===== config.mk =====
export PLATFORM = sky130hd
export DESIGN_NAME = hrgp_ctrl
export DESIGN_NICKNAME = d
export VERILOG_FILES = /design/src/design/hrgp_pkg.sv /design/src/design/hrgp_ctrl.sv
export SDC_FILE = /design/constraint.sdc
export NUM_CORES = 1
export LEC_CHECK = 0
export BUFFER_PORTS_ARGS = -buffer_cell sky130_fd_sc_hd__buf_2
export CORE_MARGIN = 5
export CORE_UTILIZATION = 30
export CTS_CLUSTER_SIZE = 30
export DETAILED_ROUTE_END_ITERATION = 8
export GPL_ROUTABILITY_DRIVEN = 0
export GPL_TIMING_DRIVEN = 0
export PLACE_DENSITY = 0.59
export RECOVER_POWER = 100
export SKIP_CTS_REPAIR_TIMING = 1
export SLEW_MARGIN = 15
export SYNTH_ARGS = -nofsm -noshare
export SYNTH_HDL_FRONTEND = slang
export SYNTH_SLANG_ARGS = --single-unit

===== constraint.sdc =====
create_clock -name clk -period 7.4 [get_ports clk]
set_input_delay 1.11 -clock clk [delete_from_list [all_inputs] [get_ports clk]]
set_output_delay 1.11 -clock clk [all_outputs]
set_load 0.05 [all_outputs]

===== src/design/hrgp_pkg.sv =====
package hrgp_pkg;

  localparam int MAX_STEPS = 4096;
  localparam int MIN_STEPS = 256;
  localparam int HALVINGS = 24;

  localparam int MAX_SHIFT = $clog2(MAX_STEPS);
  localparam int MIN_SHIFT = $clog2(MIN_STEPS);
  localparam int IDX_W = $clog2(MAX_STEPS + 1);
  localparam int CNT_W = $clog2(HALVINGS + 1);

  localparam int SQRT_ITERS = 32;
  localparam int DIV_ITERS = 46;
  localparam int ITER_W = 6;

  localparam int CFG_IDX_W = 1;
  localparam int CFG_DATA_W = 31;
  localparam logic [CFG_IDX_W-1:0] REG_TERRAIN_PRESENT = 1'd0;
  localparam logic [CFG_IDX_W-1:0] REG_TERRAIN_SPACING = 1'd1;
  localparam logic [CFG_DATA_W-1:0] SPACING_RESET = 31'd65536;

  typedef enum logic [1:0] {
    KIND_QUERY = 2'd0,
    KIND_HIT   = 2'd1,
    KIND_MISS  = 2'd2
  } kind_t;

  typedef enum logic [1:0] {
    SRC_QUERY = 2'd0,
    SRC_HITQ  = 2'd1,
    SRC_BEST  = 2'd2,
    SRC_MISS  = 2'd3
  } src_t;

  typedef enum logic [1:0] {
    PT_ZERO   = 2'd0,
    PT_TRAVEL = 2'd1,
    PT_MARCH  = 2'd2,
    PT_MID    = 2'd3
  } ptsel_t;

  typedef struct packed {
    logic   load_start;
    logic   load_ans;
    logic   norm_step;
    logic   sq_acc;
    logic   sqrt_step;
    logic   div_load;
    logic   div_step;
    logic   div_store;
    logic   step_load;
    logic   ans_above;
    logic   advance;
    logic   bracket;
    logic   bisect_upd;
    logic   pt_load;
    logic   pt_mul;
    logic   pt_add;
    logic   out_load;
    logic [1:0] k;
    ptsel_t ptsel;
    src_t   src;
  } cmd_t;

  typedef struct packed {
    logic dir_zero;
    logic reach_bad;
    logic norm_right;
    logic norm_left;
    logic uz_zero;
    logic travel_ok;
    logic terrain;
    logic on;
    logic above;
    logic seen;
    logic t_ge_reach;
    logic idx_max;
    logic idx_zero;
    logic cnt_last;
    logic out_free;
  } sts_t;

endpackage


===== src/design/hrgp_ctrl.sv =====
module hrgp_ctrl (
  input  logic           clk,
  input  logic           rst,
  input  logic           in_valid,
  input  logic           in_req_type,
  output logic           in_ready,
  input  hrgp_pkg::sts_t sts,
  output hrgp_pkg::cmd_t cmd
);

  typedef enum logic [12:0] {
    S_IDLE   = 13'b0000000000001,
    S_CHK    = 13'b0000000000010,
    S_NORM   = 13'b0000000000100,
    S_SQ     = 13'b0000000001000,
    S_SQRT   = 13'b0000000010000,
    S_DLOAD  = 13'b0000000100000,
    S_DIV    = 13'b0000001000000,
    S_DSTORE = 13'b0000010000000,
    S_MODE   = 13'b0000100000000,
    S_PLANE  = 13'b0001000000000,
    S_PT     = 13'b0010000000000,
    S_EMIT   = 13'b0100000000000,
    S_ANS    = 13'b1000000000000
  } state_t;

  typedef enum logic [2:0] {
    PH_IDLE   = 3'b001,
    PH_MARCH  = 3'b010,
    PH_BISECT = 3'b100
  } phase_t;

  state_t                         state, state_next;
  phase_t                         phase, phase_next;
  logic [hrgp_pkg::ITER_W-1:0]    iter, iter_next;
  logic [1:0]                     dk, dk_next;
  hrgp_pkg::src_t                 src, src_next;
  hrgp_pkg::ptsel_t               ptsel, ptsel_next;
  logic [hrgp_pkg::ITER_W-1:0]    im1;

  assign im1 = iter - 1'b1;

  always_ff @(posedge clk) begin
    if (rst) begin
      state <= S_IDLE;
      phase <= PH_IDLE;
      iter <= '0;
      dk <= '0;
      src <= hrgp_pkg::SRC_MISS;
      ptsel <= hrgp_pkg::PT_ZERO;
    end else begin
      state <= state_next;
      phase <= phase_next;
      iter <= iter_next;
      dk <= dk_next;
      src <= src_next;
      ptsel <= ptsel_next;
    end
  end

  always_comb begin
    state_next = state;
    phase_next = phase;
    iter_next = iter;
    dk_next = dk;
    src_next = src;
    ptsel_next = ptsel;
    cmd = '0;
    in_ready = 1'b0;
    case (state)
      S_IDLE: begin
        in_ready = 1'b1;
        if (in_valid) begin
          if (!in_req_type) begin
            cmd.load_start = 1'b1;
            phase_next = PH_IDLE;
            state_next = S_CHK;
          end else if (phase != PH_IDLE) begin
            cmd.load_ans = 1'b1;
            state_next = S_ANS;
          end
        end
      end
      S_CHK: begin
        if (sts.dir_zero || sts.reach_bad) begin
          src_next = hrgp_pkg::SRC_MISS;
          state_next = S_EMIT;
        end else begin
          state_next = S_NORM;
        end
      end
      S_NORM: begin
        if (sts.norm_right || sts.norm_left) begin
          cmd.norm_step = 1'b1;
        end else begin
          iter_next = '0;
          state_next = S_SQ;
        end
      end
      S_SQ: begin
        cmd.sq_acc = 1'b1;
        cmd.k = iter[1:0];
        iter_next = iter + 1'b1;
        if (iter == hrgp_pkg::ITER_W'(2)) begin
          iter_next = '0;
          state_next = S_SQRT;
        end
      end
      S_SQRT: begin
        cmd.sqrt_step = 1'b1;
        iter_next = iter + 1'b1;
        if (iter == hrgp_pkg::ITER_W'(hrgp_pkg::SQRT_ITERS - 1)) begin
          dk_next = 2'd0;
          state_next = S_DLOAD;
        end
      end
      S_DLOAD: begin
        cmd.div_load = 1'b1;
        cmd.k = dk;
        iter_next = '0;
        state_next = S_DIV;
      end
      S_DIV: begin
        cmd.div_step = 1'b1;
        iter_next = iter + 1'b1;
        if (iter == hrgp_pkg::ITER_W'(hrgp_pkg::DIV_ITERS - 1)) begin
          state_next = (dk == 2'd3) ? S_PLANE : S_DSTORE;
        end
      end
      S_DSTORE: begin
        cmd.div_store = 1'b1;
        cmd.k = dk;
        if (dk == 2'd2) begin
          state_next = S_MODE;
        end else begin
          dk_next = dk + 1'b1;
          state_next = S_DLOAD;
        end
      end
      S_MODE: begin
        if (sts.terrain) begin
          cmd.step_load = 1'b1;
          phase_next = PH_MARCH;
          ptsel_next = hrgp_pkg::PT_ZERO;
          src_next = hrgp_pkg::SRC_QUERY;
          iter_next = '0;
          state_next = S_PT;
        end else if (sts.uz_zero) begin
          src_next = hrgp_pkg::SRC_MISS;
          state_next = S_EMIT;
        end else begin
          dk_next = 2'd3;
          state_next = S_DLOAD;
        end
      end
      S_PLANE: begin
        if (sts.travel_ok) begin
          ptsel_next = hrgp_pkg::PT_TRAVEL;
          src_next = hrgp_pkg::SRC_HITQ;
          iter_next = '0;
          state_next = S_PT;
        end else begin
          src_next = hrgp_pkg::SRC_MISS;
          state_next = S_EMIT;
        end
      end
      S_PT: begin
        cmd.ptsel = ptsel;
        cmd.k = im1[2:1];
        iter_next = iter + 1'b1;
        if (iter == '0) begin
          cmd.pt_load = 1'b1;
        end else if (!im1[0]) begin
          cmd.pt_mul = 1'b1;
        end else begin
          cmd.pt_add = 1'b1;
        end
        if (iter == hrgp_pkg::ITER_W'(6)) begin
          state_next = S_EMIT;
        end
      end
      S_EMIT: begin
        if (sts.out_free) begin
          cmd.out_load = 1'b1;
          cmd.src = src;
          if (src != hrgp_pkg::SRC_QUERY) begin
            phase_next = PH_IDLE;
          end
          state_next = S_IDLE;
        end
      end
      S_ANS: begin
        iter_next = '0;
        if (phase == PH_MARCH) begin
          if (sts.on && !sts.above && sts.seen) begin
            cmd.bracket = 1'b1;
            phase_next = PH_BISECT;
            ptsel_next = hrgp_pkg::PT_MID;
            src_next = hrgp_pkg::SRC_QUERY;
            state_next = S_PT;
          end else if (sts.on && !sts.above) begin
            src_next = sts.idx_zero ? hrgp_pkg::SRC_MISS : hrgp_pkg::SRC_HITQ;
            state_next = S_EMIT;
          end else begin
            cmd.ans_above = sts.on;
            if (sts.t_ge_reach || sts.idx_max) begin
              src_next = hrgp_pkg::SRC_MISS;
              state_next = S_EMIT;
            end else begin
              cmd.advance = 1'b1;
              ptsel_next = hrgp_pkg::PT_MARCH;
              src_next = hrgp_pkg::SRC_QUERY;
              state_next = S_PT;
            end
          end
        end else begin
          if (!sts.on) begin
            src_next = hrgp_pkg::SRC_BEST;
            state_next = S_EMIT;
          end else begin
            cmd.bisect_upd = 1'b1;
            if (sts.cnt_last) begin
              src_next = hrgp_pkg::SRC_BEST;
              state_next = S_EMIT;
            end else begin
              ptsel_next = hrgp_pkg::PT_MID;
              src_next = hrgp_pkg::SRC_QUERY;
              state_next = S_PT;
            end
          end
        end
      end
      default: begin
        state_next = S_IDLE;
      end
    endcase
  end

endmodule


# Word-level counts from Yosys, hierarchy flattened

Cells that the tools add are included.

Register bits after elaboration: 28
Bits of input ports: 19
Output and inout bits: 24
Logic and storage cells: 170

Add/subtract/negate cells: 3
Eq/ne operators: 44
Mux-type cells: 95
Reductions and logical operators: 22

Operator list:

| cell                   | number |
|---|---|
| $pmux W13 S13          | 1 |
| $mux W13               | 11 |
| $mux W12               | 8 |
| $mux W2                | 31 |
| $pmux W6 S6            | 1 |
| $ne A2 B2 Y1 const B   | 17 |
| $mux W3                | 9 |
| $mux W6                | 4 |
| $mux W1                | 22 |
| $pmux W2 S3            | 3 |
| $reduce_and A8 Y1      | 2 |
| $eq A13 B1 Y1 const B  | 1 |
| $eq A13 B10 Y1 const B | 1 |
| $eq A13 B11 Y1 const B | 1 |
| $eq A13 B12 Y1 const B | 1 |
| $eq A13 B13 Y1 const B | 1 |
| $eq A13 B2 Y1 const B  | 1 |
| $eq A13 B3 Y1 const B  | 1 |
| $eq A13 B4 Y1 const B  | 1 |
| $eq A13 B5 Y1 const B  | 1 |
| $eq A13 B6 Y1 const B  | 1 |
| $eq A13 B7 Y1 const B  | 1 |
| $eq A13 B8 Y1 const B  | 1 |
| $eq A13 B9 Y1 const B  | 1 |
| other kinds (31)       | 42 |

# Logic depth before layout (Yosys ltp)

Word-level depth: 6
Mapped depth: 8
Mapped depth without buffers: 8

# Worst setup path before layout

Ideal clock, no wire load.

Path type: register to output
Start point: register state[3]
End point: output cmd[11] in the netlist's numbering
Arrival: 2.782 ns
Required time: 6.290 ns
Path slack: 3.508 ns
Stages on the path, launching flop included: 7
Path buffers: 2
Cell sequence: dfxtp_1 buf_6 nor4_1 nand2_1 or3_1 clkbuf_1 nor3_1

RTL lines:

| what                   | RTL line        | text |
|---|---|---|
| start, declared        | hrgp_ctrl.sv:33 | `state_t state, state_next;` |
| start signal, assigned | hrgp_ctrl.sv:52 | `state <= state_next;` |
| end, declared          | hrgp_ctrl.sv:8  | `output hrgp_pkg::cmd_t cmd` |

==> metrics.txt <==
Setup Viol. Count Final 0; Tcrit/Tclk final 62.8%; max-slew violations 0; PD cells 170 nW/um2; outcome finished, final reports clean; RSZ-0062 raised after global routing false; ANT nets after route 0; crit end category output pin; vias in the first global route 2227; layout cell share with drive strength beyond 1 12.2%; area leader, netlist dfxtp_1; synthesized area 2260 um2; synthesized flop and latch total 28; post-route minimum period 4.65 ns; post-synth cell types 63; Net Count, Synth 325; root buffer cell clkbuf_8; I/O pins 43; post-synthesis instance total 299; DRC 0; Hold/Removal Path Class register to register; via density per instance 5.41; Area contributors post-synth dfxtp_1 (25%), nor2_1 (6.3%), ha_1 (3.9%), nand2_1 (3.5%), a21oi_1 (3.1%); Place WS 3.35 ns; Synth Area in Simple Gates 39.7%; Setup TNS 0 ns; Ys Warns 0; Die X-Extent 96.8 um; Clock Power Share 20.3%; row cnt 31; share of power burned in registers 37.2%; Die ar. 9360 um2; global route overflow 0; DP Wirelength 5200 um; most frequent cells in the layout nor2_1 (38), clkbuf_1 (36), dfxtp_1 (28), nand2_1 (21), buf_2 (20); clk sink count 28; DIE HEIGHT 96.8 um; Vias 2392; CP arrival 3.54 ns; Initial Utilization 31.0%; clock skew 0.00213 ns; Critical Path RT 6.29 ns; final WL 6740 um; worst-skew pair later-pin latency 0.28 ns; Tightest Pin Transition 1.30 ns; nets@finish 371; largest family of logic cells by synthesized area simple AND/OR/NAND/NOR gates; wire per inst 15.2 um; crit path cell chain clkbuf_1 -> or4_1 -> clkbuf_1 -> nor4_1 -> a222oi_1 -> inv_1 -> clkbuf_1; initial antenna violation count 0; commonest non-fill, non-tap cell in the layout nor2_1; Async SR Flop Fraction 0%; EDFF count, synth 0; P_leak 0.999 nW; Bufs on Longest Clock Path 2; Synth top area share 24.8%; max_slew headroom 12.6%; ANT cells 0; CP Launch Type register; Clk pin slew, worst setup/hold paths 0.10 ns; Switch Pwr 0.185 mW; core area 7290 um2; Num CTS Buffers 3; sw frac 42.4%; port bufs 41; CTS tree built; maximum VDD drop 0.145 mV; CP max stage delay 1.12 ns; Synth Area in Adders 3.88%; final hold viol count 0; Synth Flop Type dfxtp_1; complex-gate fraction of the synthesized area 18.3%; Setup Crit Path Kind register to output pin; setup ws final 2.75 ns; Pre-Repair DR Iteration Count 5; Initial DRC Count 208; FMAX 0.215 GHz; Logic pwr share 42.6%; area growth from synthesis to layout 14.0%; Top delay family on crit path simple AND/OR/NAND/NOR gates; Pint 0.252 mW; multiplexer area fraction after synthesis 2.22%; largest net degree at the start of global routing 15; Syn Area/Cell 7.55 um2; Critical-path top delay cell nor4_1; Max Cap Viol 0; first-pass GRT wire length 11000 um; CTS H-tree lvls 1; most used cell, CP clkbuf_1; xor/xnor share of the synthesized area 2.33%; worst path bufs/invs 4; All-Layer GR Usage 14.0%; crit path max fanout 10; sequential share of the synthesized area 24.8%
[cells by family after synthesis]
logic type | Yosys count
flip-flops | 28
AND/OR/NAND/NOR | 158
XOR/XNOR | 6
multiplexers | 5
AO/OA/AOI/OAI | 59
adder cells (fa/ha/maj) | 7
buffers and inverters | 36
[per-stage QoR]
stage               area [um2]  utilization, %  instances  hold slack [ns]  power, mW
floorplan                 2260               -        299            0.455      0.306
global route              2570            35.3        442            0.527      0.463
detailed placement        2590            35.5        439            0.484      0.354
finish                    2570            35.3        442            0.509      0.437
CTS                       2630            36.1        442            0.513      0.443
global placement          2590            35.5        439            0.469      0.354
[cell usage after synthesis, drive strengths merged (4+ instances only)]
library cell  number
dfxtp             28
mux2i              5
or3                8
nor4b              4
or4                7
a21oi             14
nand4              4
nand3b             6
nand3              7
and3               6
nor2              38
and2               6
nand2             21
nand2b             5
nor3              14
xor2               4
clkbuf            12
o21ai             11
nor3b              7
ha                 7
nor4              10
or4b               4
buf               10
inv               13
[metal layers]
layer  global-route usage (%)  part of all wire [%]  vias up
li1                         -                     -     1183
met1                     18.7                    48     1108
met2                     23.0                    44       86
met3                     2.30                   5.9       15
met4                     3.89                   2.1        0
met5                        0                     0        -
[registers in the layout, summed over array words and instances (netlist names)]
register	count
ptsel	2
iter	6
state	13
dk	2
phase	3
src	2
[layout make-up]
type / instances / area, um2
repair buffers: 41 / 178
plain buffers: 23 / 133
clock buffers: 3 / 41.3
flip-flops and latches: 28 / 561
well taps: 99 / 124
inverters: 13 / 48.8
multi-input cells: 235 / 1490
fillers: 815 / 4720
[worst reg2reg max path: cells and delay by family (launching register included)]
kind	cells	cell delay [ns]
buffers and inverters	2	0.44
flip-flops	1	0.31
AND/OR/NAND/NOR	3	1.32
AO/OA/AOI/OAI	3	0.85
[power groups by stage]
stage | Combinational [mW] | Sequential [mW] | Clock, mW
final | 0.186 | 0.162 | 0.0887
after global routing | 0.202 | 0.163 | 0.0977
after CTS | 0.189 | 0.163 | 0.0917
after detailed placement | 0.188 | 0.166 | 0
after global placement | 0.188 | 0.166 | 0
after floorplan | 0.141 | 0.165 | 0
[final timing paths]
path                         start               endpoint  slack [ns]  cells after the start
max          state[0]$_SDFFE_PP1P_                 cmd[5]        2.75                      7
min          ptsel[0]$_SDFFE_PP0P_  ptsel[0]$_SDFFE_PP0P_        0.51                      2
max reg2reg  state[0]$_SDFFE_PP1P_  phase[0]$_SDFFE_PP1P_        4.37                      8
min reg2reg  ptsel[0]$_SDFFE_PP0P_  ptsel[0]$_SDFFE_PP0P_        0.51                      2
Power figures use the tool's default switching activity.
